--- config.mk ---
export PLATFORM = sky130hd
export DESIGN_NAME = linked_slot_pool_allocator
export DESIGN_NICKNAME = d
export VERILOG_FILES = /design/src/rtl/lspa_pkg.sv /design/src/rtl/lspa_link_mem.sv /design/src/rtl/linked_slot_pool_allocator.sv
export SDC_FILE = /design/constraint.sdc
export NUM_CORES = 1
export LEC_CHECK = 0
export BUFFER_PORTS_ARGS = -buffer_cell sky130_fd_sc_hd__buf_2
export CORE_ASPECT_RATIO = 1.2
export CORE_MARGIN = 1.5
export CORE_UTILIZATION = 50
export CTS_CLUSTER_SIZE = 12
export DETAILED_ROUTE_END_ITERATION = 10
export PLACE_DENSITY = 0.69
export REMOVE_ABC_BUFFERS = 1
export SLEW_MARGIN = 25
export SYNTH_ARGS = -nofsm -noshare
export SYNTH_HDL_FRONTEND = slang
export SYNTH_SLANG_ARGS = --single-unit
--- constraint.sdc ---
create_clock -name clk -period 3.65 [get_ports clk]
set_clock_uncertainty 0.15 [all_clocks]
set_input_delay 0 -clock clk [delete_from_list [all_inputs] [get_ports clk]]
set_output_delay 0 -clock clk [all_outputs]
set_load 0.01 [all_outputs]
--- src/rtl/lspa_pkg.sv ---
package lspa_pkg;

    localparam int FUNC_W   = 2;
    localparam int ID_W     = 5;
    localparam int STATUS_W = 2;
    localparam int LIST_CAP = 32;

    localparam logic [FUNC_W-1:0] FUNC_ALLOC = 2'd0;
    localparam logic [FUNC_W-1:0] FUNC_FREE  = 2'd1;
    localparam logic [FUNC_W-1:0] FUNC_LIST  = 2'd2;

    localparam logic [STATUS_W-1:0] STAT_OK        = 2'd0;
    localparam logic [STATUS_W-1:0] STAT_EXHAUSTED = 2'd1;
    localparam logic [STATUS_W-1:0] STAT_NOT_FOUND = 2'd2;
    localparam logic [STATUS_W-1:0] STAT_EMPTY     = 2'd3;

    typedef enum logic [2:0] {
        ST_IDLE,
        ST_ALLOC_WR,
        ST_FREE_WALK,
        ST_FREE_UNLINK,
        ST_FREE_PUSH,
        ST_LIST_EMIT
    } lspa_state_t;

endpackage

--- src/rtl/lspa_link_mem.sv ---
module lspa_link_mem
    import lspa_pkg::*;
#(
    parameter int DEPTH  = 32,
    parameter int IDX_W  = 5,
    parameter int LINK_W = 6
) (
    input  logic              clk,
    input  logic              rst_n,
    input  logic              rd_en,
    input  logic [IDX_W-1:0]  rd_addr,
    output logic [LINK_W-1:0] rd_data,
    input  logic              wr_en,
    input  logic [IDX_W-1:0]  wr_addr,
    input  logic [LINK_W-1:0] wr_data
);

    logic [LINK_W-1:0] mem [DEPTH];
    logic [DEPTH-1:0]  written_reg;
    logic [LINK_W-1:0] data_reg;
    logic              hit_reg;
    logic [IDX_W-1:0]  addr_reg;

    // unwritten entries read as the reset chain: link of slot i is i+1
    always_ff @(posedge clk or negedge rst_n)
    begin
        if (!rst_n)
        begin
            written_reg <= '0;
            hit_reg     <= 1'b0;
            addr_reg    <= '0;
        end
        else
        begin
            if (wr_en)
            begin
                written_reg[wr_addr] <= 1'b1;
            end
            if (rd_en)
            begin
                hit_reg  <= written_reg[rd_addr];
                addr_reg <= rd_addr;
            end
        end
    end

    always_ff @(posedge clk)
    begin
        if (wr_en)
        begin
            mem[wr_addr] <= wr_data;
        end
        if (rd_en)
        begin
            data_reg <= mem[rd_addr];
        end
    end

    assign rd_data = hit_reg ? data_reg : (LINK_W'(addr_reg) + LINK_W'(1));

endmodule

--- src/rtl/linked_slot_pool_allocator.sv ---
// allocate: a free-head read, then ALLOC_WR links the slot in and registers the result (from idle if exhausted)
// free: walks the active list one hop a cycle, then FREE_UNLINK and FREE_PUSH move the slot to the free list
// list: a head read, then LIST_EMIT registers one result per cycle
// busy is low again in the cycle the final result shows; the receiver cannot stall
// asynchronous active-low reset empties the active list; the link table reads as
//   the initial free chain at once through per-entry written flags
module linked_slot_pool_allocator
    import lspa_pkg::*;
#(
    parameter int POOL_SIZE = 32
) (
    input  logic                clk,
    input  logic                rst_n,
    input  logic                start,
    output logic                busy,
    input  logic [FUNC_W-1:0]   func,
    input  logic [ID_W-1:0]     slot_id,
    output logic                out_valid,
    output logic [STATUS_W-1:0] status,
    output logic [ID_W-1:0]     result_id,
    output logic                last
);

    localparam int LINK_W   = $clog2(POOL_SIZE + 1);
    localparam int IDX_W    = $clog2(POOL_SIZE);
    localparam int CMP_W    = (LINK_W > ID_W) ? LINK_W : ID_W;
    localparam int LIST_LIM = (POOL_SIZE < LIST_CAP) ? POOL_SIZE : LIST_CAP;
    localparam logic [LINK_W-1:0] NIL     = LINK_W'(POOL_SIZE);
    localparam logic [LINK_W:0]   LIM_VAL = (LINK_W + 1)'(LIST_LIM);

    lspa_state_t state_reg, state_next;

    logic [LINK_W-1:0]   active_head_reg, active_head_next;
    logic [LINK_W-1:0]   free_head_reg, free_head_next;
    logic [LINK_W-1:0]   cur_reg, cur_next;
    logic [LINK_W-1:0]   prev_reg, prev_next;
    logic [LINK_W-1:0]   steps_reg, steps_next;
    logic [LINK_W-1:0]   cnt_reg, cnt_next;
    logic [ID_W-1:0]     id_reg, id_next;
    logic                first_reg, first_next;
    logic                out_valid_reg, out_valid_next;
    logic [STATUS_W-1:0] status_reg, status_next;
    logic [ID_W-1:0]     result_id_reg, result_id_next;
    logic                last_reg, last_next;

    logic              rd_en;
    logic [IDX_W-1:0]  rd_addr;
    logic [LINK_W-1:0] rd_data;
    logic              wr_en;
    logic [IDX_W-1:0]  wr_addr;
    logic [LINK_W-1:0] wr_data;

    logic [LINK_W-1:0] cand;
    logic [LINK_W:0]   cnt_inc;
    logic              list_end;

    function automatic logic [ID_W-1:0] low_id(input logic [LINK_W-1:0] v);
        logic [CMP_W-1:0] w;
        w = CMP_W'(v);
        return w[ID_W-1:0];
    endfunction

    lspa_link_mem #(
        .DEPTH  (POOL_SIZE),
        .IDX_W  (IDX_W),
        .LINK_W (LINK_W)
    ) u_link_mem (
        .clk     (clk),
        .rst_n   (rst_n),
        .rd_en   (rd_en),
        .rd_addr (rd_addr),
        .rd_data (rd_data),
        .wr_en   (wr_en),
        .wr_addr (wr_addr),
        .wr_data (wr_data)
    );

    assign cand     = first_reg ? cur_reg : rd_data;
    assign cnt_inc  = {1'b0, cnt_reg} + (LINK_W + 1)'(1);
    assign list_end = (rd_data >= NIL) || (cnt_inc == LIM_VAL);

    always_ff @(posedge clk or negedge rst_n)
    begin
        if (!rst_n)
        begin
            state_reg       <= ST_IDLE;
            active_head_reg <= NIL;
            free_head_reg   <= '0;
            cur_reg         <= '0;
            prev_reg        <= '0;
            steps_reg       <= '0;
            cnt_reg         <= '0;
            id_reg          <= '0;
            first_reg       <= 1'b0;
            out_valid_reg   <= 1'b0;
            status_reg      <= STAT_OK;
            result_id_reg   <= '0;
            last_reg        <= 1'b0;
        end
        else
        begin
            state_reg       <= state_next;
            active_head_reg <= active_head_next;
            free_head_reg   <= free_head_next;
            cur_reg         <= cur_next;
            prev_reg        <= prev_next;
            steps_reg       <= steps_next;
            cnt_reg         <= cnt_next;
            id_reg          <= id_next;
            first_reg       <= first_next;
            out_valid_reg   <= out_valid_next;
            status_reg      <= status_next;
            result_id_reg   <= result_id_next;
            last_reg        <= last_next;
        end
    end

    always_comb
    begin
        state_next       = state_reg;
        active_head_next = active_head_reg;
        free_head_next   = free_head_reg;
        cur_next         = cur_reg;
        prev_next        = prev_reg;
        steps_next       = steps_reg;
        cnt_next         = cnt_reg;
        id_next          = id_reg;
        first_next       = first_reg;
        out_valid_next   = 1'b0;
        status_next      = status_reg;
        result_id_next   = result_id_reg;
        last_next        = last_reg;
        rd_en            = 1'b0;
        rd_addr          = '0;
        wr_en            = 1'b0;
        wr_addr          = '0;
        wr_data          = '0;

        unique case (state_reg)
            ST_IDLE:
            begin
                if (start)
                begin
                    id_next = slot_id;
                    priority if (func == FUNC_ALLOC)
                    begin
                        if (free_head_reg >= NIL)
                        begin
                            out_valid_next = 1'b1;
                            status_next    = STAT_EXHAUSTED;
                            result_id_next = '0;
                            last_next      = 1'b1;
                        end
                        else
                        begin
                            rd_en      = 1'b1;
                            rd_addr    = free_head_reg[IDX_W-1:0];
                            state_next = ST_ALLOC_WR;
                        end
                    end
                    else if (func == FUNC_FREE)
                    begin
                        if (active_head_reg >= NIL)
                        begin
                            out_valid_next = 1'b1;
                            status_next    = STAT_EMPTY;
                            result_id_next = slot_id;
                            last_next      = 1'b1;
                        end
                        else
                        begin
                            cur_next   = active_head_reg;
                            prev_next  = NIL;
                            steps_next = '0;
                            first_next = 1'b1;
                            state_next = ST_FREE_WALK;
                        end
                    end
                    else if (func == FUNC_LIST)
                    begin
                        if (active_head_reg >= NIL)
                        begin
                            out_valid_next = 1'b1;
                            status_next    = STAT_EMPTY;
                            result_id_next = '0;
                            last_next      = 1'b1;
                        end
                        else
                        begin
                            rd_en      = 1'b1;
                            rd_addr    = active_head_reg[IDX_W-1:0];
                            cur_next   = active_head_reg;
                            cnt_next   = '0;
                            state_next = ST_LIST_EMIT;
                        end
                    end
                    else
                    begin
                        state_next = ST_IDLE;
                    end
                end
            end

            ST_ALLOC_WR:
            begin
                wr_en            = 1'b1;
                wr_addr          = free_head_reg[IDX_W-1:0];
                wr_data          = active_head_reg;
                active_head_next = free_head_reg;
                free_head_next   = rd_data;
                out_valid_next   = 1'b1;
                status_next      = STAT_OK;
                result_id_next   = low_id(free_head_reg);
                last_next        = 1'b1;
                state_next       = ST_IDLE;
            end

            ST_FREE_WALK:
            begin
                first_next = 1'b0;
                priority if ((cand >= NIL) || (steps_reg >= NIL))
                begin
                    out_valid_next = 1'b1;
                    status_next    = STAT_NOT_FOUND;
                    result_id_next = id_reg;
                    last_next      = 1'b1;
                    state_next     = ST_IDLE;
                end
                else if (CMP_W'(cand) == CMP_W'(id_reg))
                begin
                    rd_en      = 1'b1;
                    rd_addr    = cand[IDX_W-1:0];
                    cur_next   = cand;
                    state_next = ST_FREE_UNLINK;
                end
                else
                begin
                    rd_en      = 1'b1;
                    rd_addr    = cand[IDX_W-1:0];
                    prev_next  = cand;
                    steps_next = steps_reg + LINK_W'(1);
                end
            end

            ST_FREE_UNLINK:
            begin
                if (prev_reg >= NIL)
                begin
                    active_head_next = rd_data;
                end
                else
                begin
                    wr_en   = 1'b1;
                    wr_addr = prev_reg[IDX_W-1:0];
                    wr_data = rd_data;
                end
                state_next = ST_FREE_PUSH;
            end

            ST_FREE_PUSH:
            begin
                wr_en          = 1'b1;
                wr_addr        = cur_reg[IDX_W-1:0];
                wr_data        = free_head_reg;
                free_head_next = cur_reg;
                out_valid_next = 1'b1;
                status_next    = STAT_OK;
                result_id_next = low_id(cur_reg);
                last_next      = 1'b1;
                state_next     = ST_IDLE;
            end

            ST_LIST_EMIT:
            begin
                out_valid_next = 1'b1;
                status_next    = STAT_OK;
                result_id_next = low_id(cur_reg);
                last_next      = list_end;
                if (list_end)
                begin
                    state_next = ST_IDLE;
                end
                else
                begin
                    rd_en    = 1'b1;
                    rd_addr  = rd_data[IDX_W-1:0];
                    cur_next = rd_data;
                    cnt_next = cnt_inc[LINK_W-1:0];
                end
            end

            default:
            begin
                state_next = ST_IDLE;
            end
        endcase
    end

    assign busy      = (state_reg != ST_IDLE);
    assign out_valid = out_valid_reg;
    assign status    = status_reg;
    assign result_id = result_id_reg;
    assign last      = last_reg;

endmodule

# After elaboration in Yosys (flattened, before gate mapping)
# Memory sizes are Yosys's and may differ from the RTL's. A register that Yosys moved wholly into a read port is not among the register bits.
# Cells that the tools add are included.
# totals
ff_bits,92
latchBits,0
ramBits,192
rom_bits,0
input_bits,10
elab_cells,200
memories,1
# mem_list
name,words,word_bits,rd,rd_ports_with_merged_regs,write_ports,line_no,rtl
u_link_mem.mem,32,6,1,1,1,lspa_link_mem.sv:18,logic [LINK_W-1:0] mem [DEPTH];
# op_classes
add_sub_neg,3
multipliers,0
div_mod_pow,0
n_lt_le_gt_ge,9
eq_ne,30
n_shift,0
muxes,113
bitwise,1
n_reduce_logical,27
# op_table
operator,n
$mux W6,29
$mux W5,17
$pmux W6 S2,5
$ge A6 B6 Y1 const B,6
$pmux W6 S3,2
$or A32 B32 Y32,1
$mux W1,31
$mux W3,10
$pmux W5 S3,2
$ne A2 B2 Y1 const B,13
$reduce_and A7 Y1,3
$pmux W5 S4,1
$ne A3 B3 Y1 const B,5
$reduce_and A5 Y1,3
$mux W2,7
$lt A5 B6 Y1 const B,2
$ne A4 B4 Y1 const B,3
$pmux W3 S4,1
$reduce_and A6 Y1,2
$reduce_bool A3 Y1,3
$reduce_bool A2 Y1,4
$reduce_bool A4 Y1,2
$add A6 B1 Y7 const B,1
$eq A7 B6 Y1 const B,1
other kinds (22),29

# Longest topological paths before layout
# Gate-level depths: netlist of the first run.
# depth
depth_word,9
mapped_depth,13
depth_no_buf,11

# By module
# Synthesis of the first run repeated with hierarchy kept, for this count alone.
# hier_totals
cells_unflattened,808
area_unflattened_um2,12812.3
# modules_own_cells
module,n_inst,cells_each,area_per_inst_um2,seq_area_each_um2
lspa_link_mem,1,454,9397.8,6896.6
linked_slot_pool_allocator,1,354,3414.5,1352.5

# Worst setup path before layout of the first run
# No wires, ideal clock.
# synth_timing
kind,register to register
from,register state_reg[1]
to,register u_link_mem.data_reg[0] (read register of u_link_mem.mem) (data pin)
t_arrival_ns,2.589
required_time_ns,3.239
setup_slack_ns,0.650
stages_incl_launch_ff,14
n_path_buf,4
path_cell_list,dfrtp_1 -> buf_2 -> nor2b_4 -> and2_1 -> buf_4 -> o211a_2 -> nand2_4 -> o21ai_2 -> buf_6 -> buf_6 -> mux2_1 -> o22ai_1 -> o21ai_1 -> a311o_1
# synth_between
elab_chain_len,2
word_cells_on_any_way,5
classes_between,2 x eq/ne; 2 x mux; 1 x reduce/logical
# synth_lines
element,line_no,rtl
start: declaration,linked_slot_pool_allocator.sv:31,"lspa_state_t state_reg, state_next;"
start signal: assignment,linked_slot_pool_allocator.sv:102,state_reg <= state_next;
"$eq A3 B3 Y1, or another cell as far along",linked_slot_pool_allocator.sv:139,unique case (state_reg)
$pmux W5 S3 / $pmux W1 S3 (equally long branches),linked_slot_pool_allocator.sv:139,
end: declaration,lspa_link_mem.sv:20,logic [LINK_W-1:0] data_reg;
# Parallel ways exist; a longest one is shown, timed or not.
# A chain may end at the register's enable or synchronous reset.

# Final worst setup path of the first run
# layout_timing
from,register u_link_mem.hit_reg
to,register u_link_mem.data_reg[3] (read register of u_link_mem.mem) (data pin)
# layout_between
elab_chain_len,6
word_cells_on_any_way,12
classes_between,2 x order compare; 8 x mux; 2 x reduce/logical
# layout_lines
element,line_no,rtl
start: declaration,lspa_link_mem.sv:21,logic hit_reg;
start signal: assignment,lspa_link_mem.sv:41,hit_reg <= written_reg[rd_addr];
$mux W6 *,lspa_link_mem.sv:59,assign rd_data = hit_reg ? data_reg : (LINK_W'(addr_reg) + LINK_W'(1));
$mux W6,linked_slot_pool_allocator.sv:78,assign cand = first_reg ? cur_reg : rd_data;
$ge A6 B6 Y1,linked_slot_pool_allocator.sv:221,priority if ((cand >= NIL) || (steps_reg >= NIL))
$logic_or A1 B1 Y1,linked_slot_pool_allocator.sv:221,
$mux W5 / $mux W1 (equally long branches),linked_slot_pool_allocator.sv:221,
$pmux W5 S3 / $pmux W1 S3 (equally long branches),linked_slot_pool_allocator.sv:139,
# Mark *: on every way between the ends. The rest lies on a longest branch, timed or not.

==> out/metrics.csv, run 1 <==
metric,value,unit
Post-Synth Adder-Cell Area,0.00667,
Tcrit/Tclk final,0.953,
cell accounting for the most synthesized area,edfxtp_1,
vias in the first global route,8974,
Syn Std Cell Area,13100,sq um
DRT Pass-1 Iters,6,
critical path capture point type,flop,
Synth Warn #,0,
max_slew headroom,0.304,
Area after DPL,14000,sq um
WL per Instance,22.0,microns
sequential share of the synthesized area,0.628,
Longest Clk Path Bufs,3,
Worst Path Buf+Inv,3,
GRT Util Overall,0.252,
Initial DRC Count,774,
DRC viols,0,
Max IR drop VDD,0.429,mV
Final WS setup,0.170,ns
share of cells above drive strength 1,0.186,
clk slew on worst S/H paths,0.06,ns
Finished Cell Area,15000,sq um
Vias/cell,5.87,
number of enable flip-flop cells after synthesis,198,
outcome,"complete, no violations",
mux cell area share after synthesis,0.0732,
# diodes,0,
placed insts,1451,
first-pass GRT wire length,52100,microns
Root Buffer,clkbuf_16,
CTS sink count,290,
crit-path cells,"buf_4, mux2i_4, nor2b_1, nor3_1, a21oi_2, o21ai_4, buf_12, buf_4, nand3_1, a21oi_1, a311o_1",
asr flop ratio synth,0.317,
CTS tree,built,
post-synthesis xor/xnor area fraction,0.00800,
worst hold margin,0.0901,ns
most numerous cell in the Yosys netlist,edfxtp_1,
"slowest stage cell, crit path",dfrtp_1,
ranking of synthesized cells by area,"edfxtp_1 45%, dfrtp_1 17%, nand2_1 5.1%",
PD cells,834,nW/um^2
Core Rows,64,
worst-skew pair later-pin latency,0.55,ns
Commonest cells post-synth,"198 x edfxtp_1, 179 x nand2_1, 91 x dfrtp_1",
WS Path Type,flop to flop,
core footprint,25600,sq um
Initial Utilization,0.513,
Crit path largest cell delay,0.52,ns
fmax,287,MHz
final net count,1182,
"non-filler cells, final",1517,
Tot Pwr,12.5,mW
grt peak-use layer,met2,
post-synthesis simple-gate area fraction,0.161,
RSZ-0062 raised after global routing,false,
initial antenna violation count,0,
number of port buffers,19,
Largest register FFs,192,
Post-Place Worst Slack,0.129,ns
Post-DRT Antenna Nets,0,
data required time of the critical path,3.91,ns
critical path's top delay family,compound AO/OA/AOI/OAI gates,
Pleak,5.86,nW
Routed WL,33300,microns
Die W,151,microns
Setup crit start kind,flop,
via count,8909,
CP dominant cell by count,buf_4,
Slew Limit Fails,0,
DP HPWL,22500,microns
die area,27300,sq um
Layout area overhead,14.2,%
Synth top area share,0.452,
R2R setup slack,0.17,ns
Mapped Cells,1085,
top_reg_cell synth,edfxtp_1,
met3 Track Usage GR,0.0334,
Tmin final,3.48,ns
Mean Syn Cell Area,12.1,sq um
met1 usage,0.320,
grt ovf,0,
Compound-Gate Fraction of Synth Area,0.0954,
largest family of logic cells by synthesized area,simple AND/OR/NAND/NOR gates,
Cell variety after synth,82,
Yosys reg bits,290,
met2 usage,0.426,
Max-Cap Viols,0,
CTS Buf Count,29,
Placer Congestion,0.947,
endpoints failing setup,0,
H-tree levels,1,
die height,181,microns
pin count of the biggest net entering global routing,67,
crit path max fanout,42,
WP data arrival,3.74,ns
number of I/O pins,20,
final hold vios,0,
Slew @ Worst Pin,1.04,ns
worst min path class,primary input to flop,
final timing paths:
| path | start | to | cells after the start |
|---|---|---|---|
| worst min register to register | u_link_mem.written_reg[24] | u_link_mem.written_reg[24] | 1 |
| min in group asynchronous | rst_n | cnt_reg[4] | 3 |
| worst max-delay path | u_link_mem.hit_reg | u_link_mem.data_reg[3] | 11 |
| max in group asynchronous | rst_n | result_id[1] | 4 |
| worst max register to register | u_link_mem.hit_reg | u_link_mem.data_reg[3] | 11 |
| worst min-delay path | slot_id[3] | id_reg[3] | 3 |
placed cells by master (no fill, tap or decap), types with 7 or more instances in the layout:
master	n
a21oi_1	34
a222oi_1	7
a22oi_1	15
and3_1	8
buf_2	18
buf_4	72
clkbuf_1	18
clkbuf_16	29
dfrtp_1	90
dlygate4sd3_1	11
edfxtp_1	198
ha_1	7
inv_1	13
mux2_2	20
mux2_4	7
mux2i_1	44
nand2_1	179
nand2b_1	7
nand3_1	74
nor2_1	88
nor2b_1	9
o21ai_0	28
o21ai_1	8
o22ai_1	11
o31ai_1	7
or2_1	9
or2_2	27
xor2_1	7
power by group:
group          switching [mW]  internal (mW)
Sequential              0.498           4.30
Clock                    1.17           1.56
Combinational            3.08           1.90
worst reg2reg max path, cell delays in order, from the launching register on:
cell and delay (ns):
dfrtp_1 0.52, buf_4 0.25, mux2i_4 0.19, nor2b_1 0.14, nor3_1 0.40, a21oi_2 0.15
o21ai_4 0.09, buf_12 0.26, buf_4 0.33, nand3_1 0.18, a21oi_1 0.49, a311o_1 0.21
per-layer routing:
| metal | routed length, microns | share of wire | vias to the layer above |
|---|---|---|---|
| met5 | 0 | 0 | - |
| met1 | 13300 | 0.40 | 4389 |
| met2 | 16600 | 0.50 | 308 |
| met4 | 1640 | 0.049 | 0 |
| met3 | 1760 | 0.053 | 84 |
| li1 | - | - | 4128 |
what timing repair did:
action / CTS / global route
setup buffers: 0 / 2
endpoints found under the hold margin: 83 / 0
endpoints found under the setup margin: 0 / 10
resized for setup: 0 / 2
hold buffers: 11 / 0
stage by stage:
| step | util | setup TNS (ns) |
|---|---|---|
| floorplan | - | -7.70 |
| global placement | 0.547 | 0 |
| detailed placement | 0.547 | 0 |
| CTS | 0.584 | 0 |
| global route | 0.586 | 0 |
| finish | 0.586 | 0 |
logic make-up (layout without fill, tap and decap cells):
kind of cell               Yosys count  count (layout)
adders and majority gates            7               7
muxes                               82              82
DFF                                290             290
AOI/OAI and AO/OA                  177             177
buffers and inverters               71             173
and+or+nand+nor                    446             446
xor gates and xnor gates            12              12
layout make-up:
type / instances / area [sq um]
Fill cell: 2065 / 10600
Sequential cell: 290 / 8250
Multi-Input combinational cell: 724 / 4580
Timing Repair Buffer: 107 / 861
Clock buffer: 48 / 807
Tap cell: 330 / 413
Inverter: 13 / 48.8
Clock inverter: 5 / 47.5
Note: power is estimated with default switching activity, not from simulation.
==> run 2: changes to the inputs <==
HOLD_SLACK_MARGIN = 0.12   (was default)
==> out/metrics.csv, run 2 (same netlist as run 1, synthesis figures left out) <==
metric,value,unit,change
pin count of the biggest net entering global routing,66,,-1.5%
"commonest non-fill, non-tap cell in the layout",edfxtp_1,,
Initial Utilization,0.513,,unchanged
worst-skew pair later-pin latency,0.55,ns,about the same
final hold vios,0,,unchanged
data required time of the critical path,3.91,ns,about the same
WL per Instance,21.9,microns,-0.37%
H-tree levels,1,,unchanged
RSZ-0062 raised after global routing,false,,
worst min path class,primary input to flop,,
Die W,151,microns,unchanged
Post-DRT Antenna Nets,0,,unchanged
WP data arrival,3.73,ns,about the same
crit path max fanout,42,,unchanged
Pleak,5.92,nW,+0.99%
Initial DRC Count,758,,-2.1%
Fin Setup TNS,0,ns,unchanged
Combinational Power Share,0.401,,+0.003
CTS sink count,290,,unchanged
highest routed layer,met4,,
DRT Pass-1 Iters,8,,+2
Slew @ Worst Pin,1.07,ns,+0.0279 ns
critical path capture point type,flop,,
Max IR drop VDD,0.430,mV,+0.10%
Fillers,2053,,-0.58%
PD cells,830,nW/um^2,-0.46%
GRT Util Overall,0.253,,+0.00136
placed insts,1451,,unchanged
final net count,1194,,+1.0%
worst hold margin,0.168,ns,+0.0781 ns
share of cells above drive strength 1,0.185,,-0.00103
CTS tree,built,,
Longest Clk Path Bufs,3,,unchanged
DRC viols,0,,unchanged
Slew Limit Fails,0,,unchanged
Setup crit start kind,flop,,
# diodes,0,,unchanged
CTS Buf Count,29,,unchanged
via count,8930,,+0.24%
clock power share,0.218,,about the same
DP HPWL,22500,microns,unchanged
endpoints failing setup,0,,unchanged
WS Path Type,flop to flop,,
number of I/O pins,20,,unchanged
die height,181,microns,unchanged
post-layout util,0.591,,+0.00537
Switch Pwr,4.76,mW,+0.14%
Largest register FFs,192,,unchanged
Flop pwr share,0.381,,-0.002
met3 wire len,1580,microns,-10%
Multi-input gate area,4580,sq um,unchanged
Int Power,7.81,mW,+0.64%
Root Buffer,clkbuf_16,,
Tmin final,3.46,ns,-0.0161 ns
Core Rows,64,,unchanged
grt ovf,0,,unchanged
switch share,0.379,,-0.00118
first-pass GRT wire length,52400,microns,+0.52%
vias in the first global route,9023,,+0.55%
fmax,289,MHz,+0.46%
core footprint,25600,sq um,unchanged
Layout area overhead,15.2,%,
"non-filler cells, final",1529,,+0.79%
die area,27300,sq um,unchanged
Placer Congestion,0.947,,unchanged
max_slew headroom,0.286,,-0.0186
outcome,"complete, no violations",,
Routed WL,33400,microns,+0.42%
FF+latch area,8250,sq um,unchanged
Tot Pwr,12.6,mW,+0.45%
clk slew on worst S/H paths,0.06,ns,about the same
number of port buffers,19,,unchanged
Tcrit/Tclk final,0.949,,-0.00441
most frequent cells in the layout,"198 x edfxtp_1, 179 x nand2_1, 90 x dfrtp_1",,
Max-Cap Viols,0,,unchanged
initial antenna violation count,0,,unchanged
metal2 WL,16900,microns,+1.4%
sum of routed wire segments on met1,13400,microns,+1.4%
Vias/cell,5.84,,-0.55%
run 2: cell types whose count changed in the layout (fill, tap and decap cells not counted):
cell | before | now
dlygate4sd3_1 | 11 | 22
buf_16 | 0 | 1
run 2: metrics by stage:
stage          area [sq um]  worst slack (ns)
6_report              15100             0.186
5_1_grt               15100            0.0764
4_1_cts               15100             0.135
3_5_place_dp          14000             0.129
3_3_place_gp          14000             0.111
2_1_floorplan         12800             -1.27
run 2: layer usage:
layer  global-route usage  vias to the layer above
li1                     -                     4148
met3               0.0316                       77
met4                0.111                        0
met1                0.323                     4416
met2                0.430                      289
met5                    0                        -
run 2: worst paths after layout:
check	startpoint	to	slack, ns	cells after the start
max in group asynchronous	rst_n	u_link_mem.written_reg[18]	2.59	4
setup reg to reg	u_link_mem.hit_reg	u_link_mem.data_reg[3]	0.19	11
hold / removal	slot_id[0]	result_id[0]	0.17	4
setup / recovery	u_link_mem.hit_reg	u_link_mem.data_reg[3]	0.19	11
hold reg to reg	u_link_mem.written_reg[24]	u_link_mem.written_reg[24]	0.31	1
min in group asynchronous	rst_n	active_head_reg[5]	0.40	3
run 2: critical path: stages, from the launching register on:
cell and delay, ns:
dfrtp_1 0.51, buf_4 0.24, mux2i_4 0.18, nor2b_1 0.14, nor3_1 0.41, a21oi_2 0.15, o21ai_4 0.09, buf_12 0.26
buf_4 0.32, nand3_1 0.16, a21oi_1 0.49, a311o_1 0.21
run 2: final cells by class:
class                      count  area share
clock inverter                 5     0.00314
timing repair buffer         119      0.0659
inverter                      13     0.00322
multi-input combinational    724       0.302
sequential                   290       0.545
tap                          330      0.0273
clock buffer                  48      0.0533
run 2: power by group through the flow:
stage / Combinational, mW / Sequential (mW) / Clock (mW)
after detailed placement: 4.89 / 4.84 / 0
after global placement: 4.82 / 4.83 / 0
final: 5.04 / 4.79 / 2.74
after CTS: 4.98 / 4.78 / 2.78
after floorplan: 3.04 / 4.73 / 0
after global routing: 5.46 / 4.85 / 2.92
run 2: repair_timing:
| item | 4_1_cts | 5_1_grt |
|---|---|---|
| hold buffers | 23 | 0 |
| endpoints found under the setup margin | 0 | 10 |
| endpoints found under the hold margin | 119 | 0 |
| setup buffers | 0 | 2 |
| resized for setup | 0 | 2 |
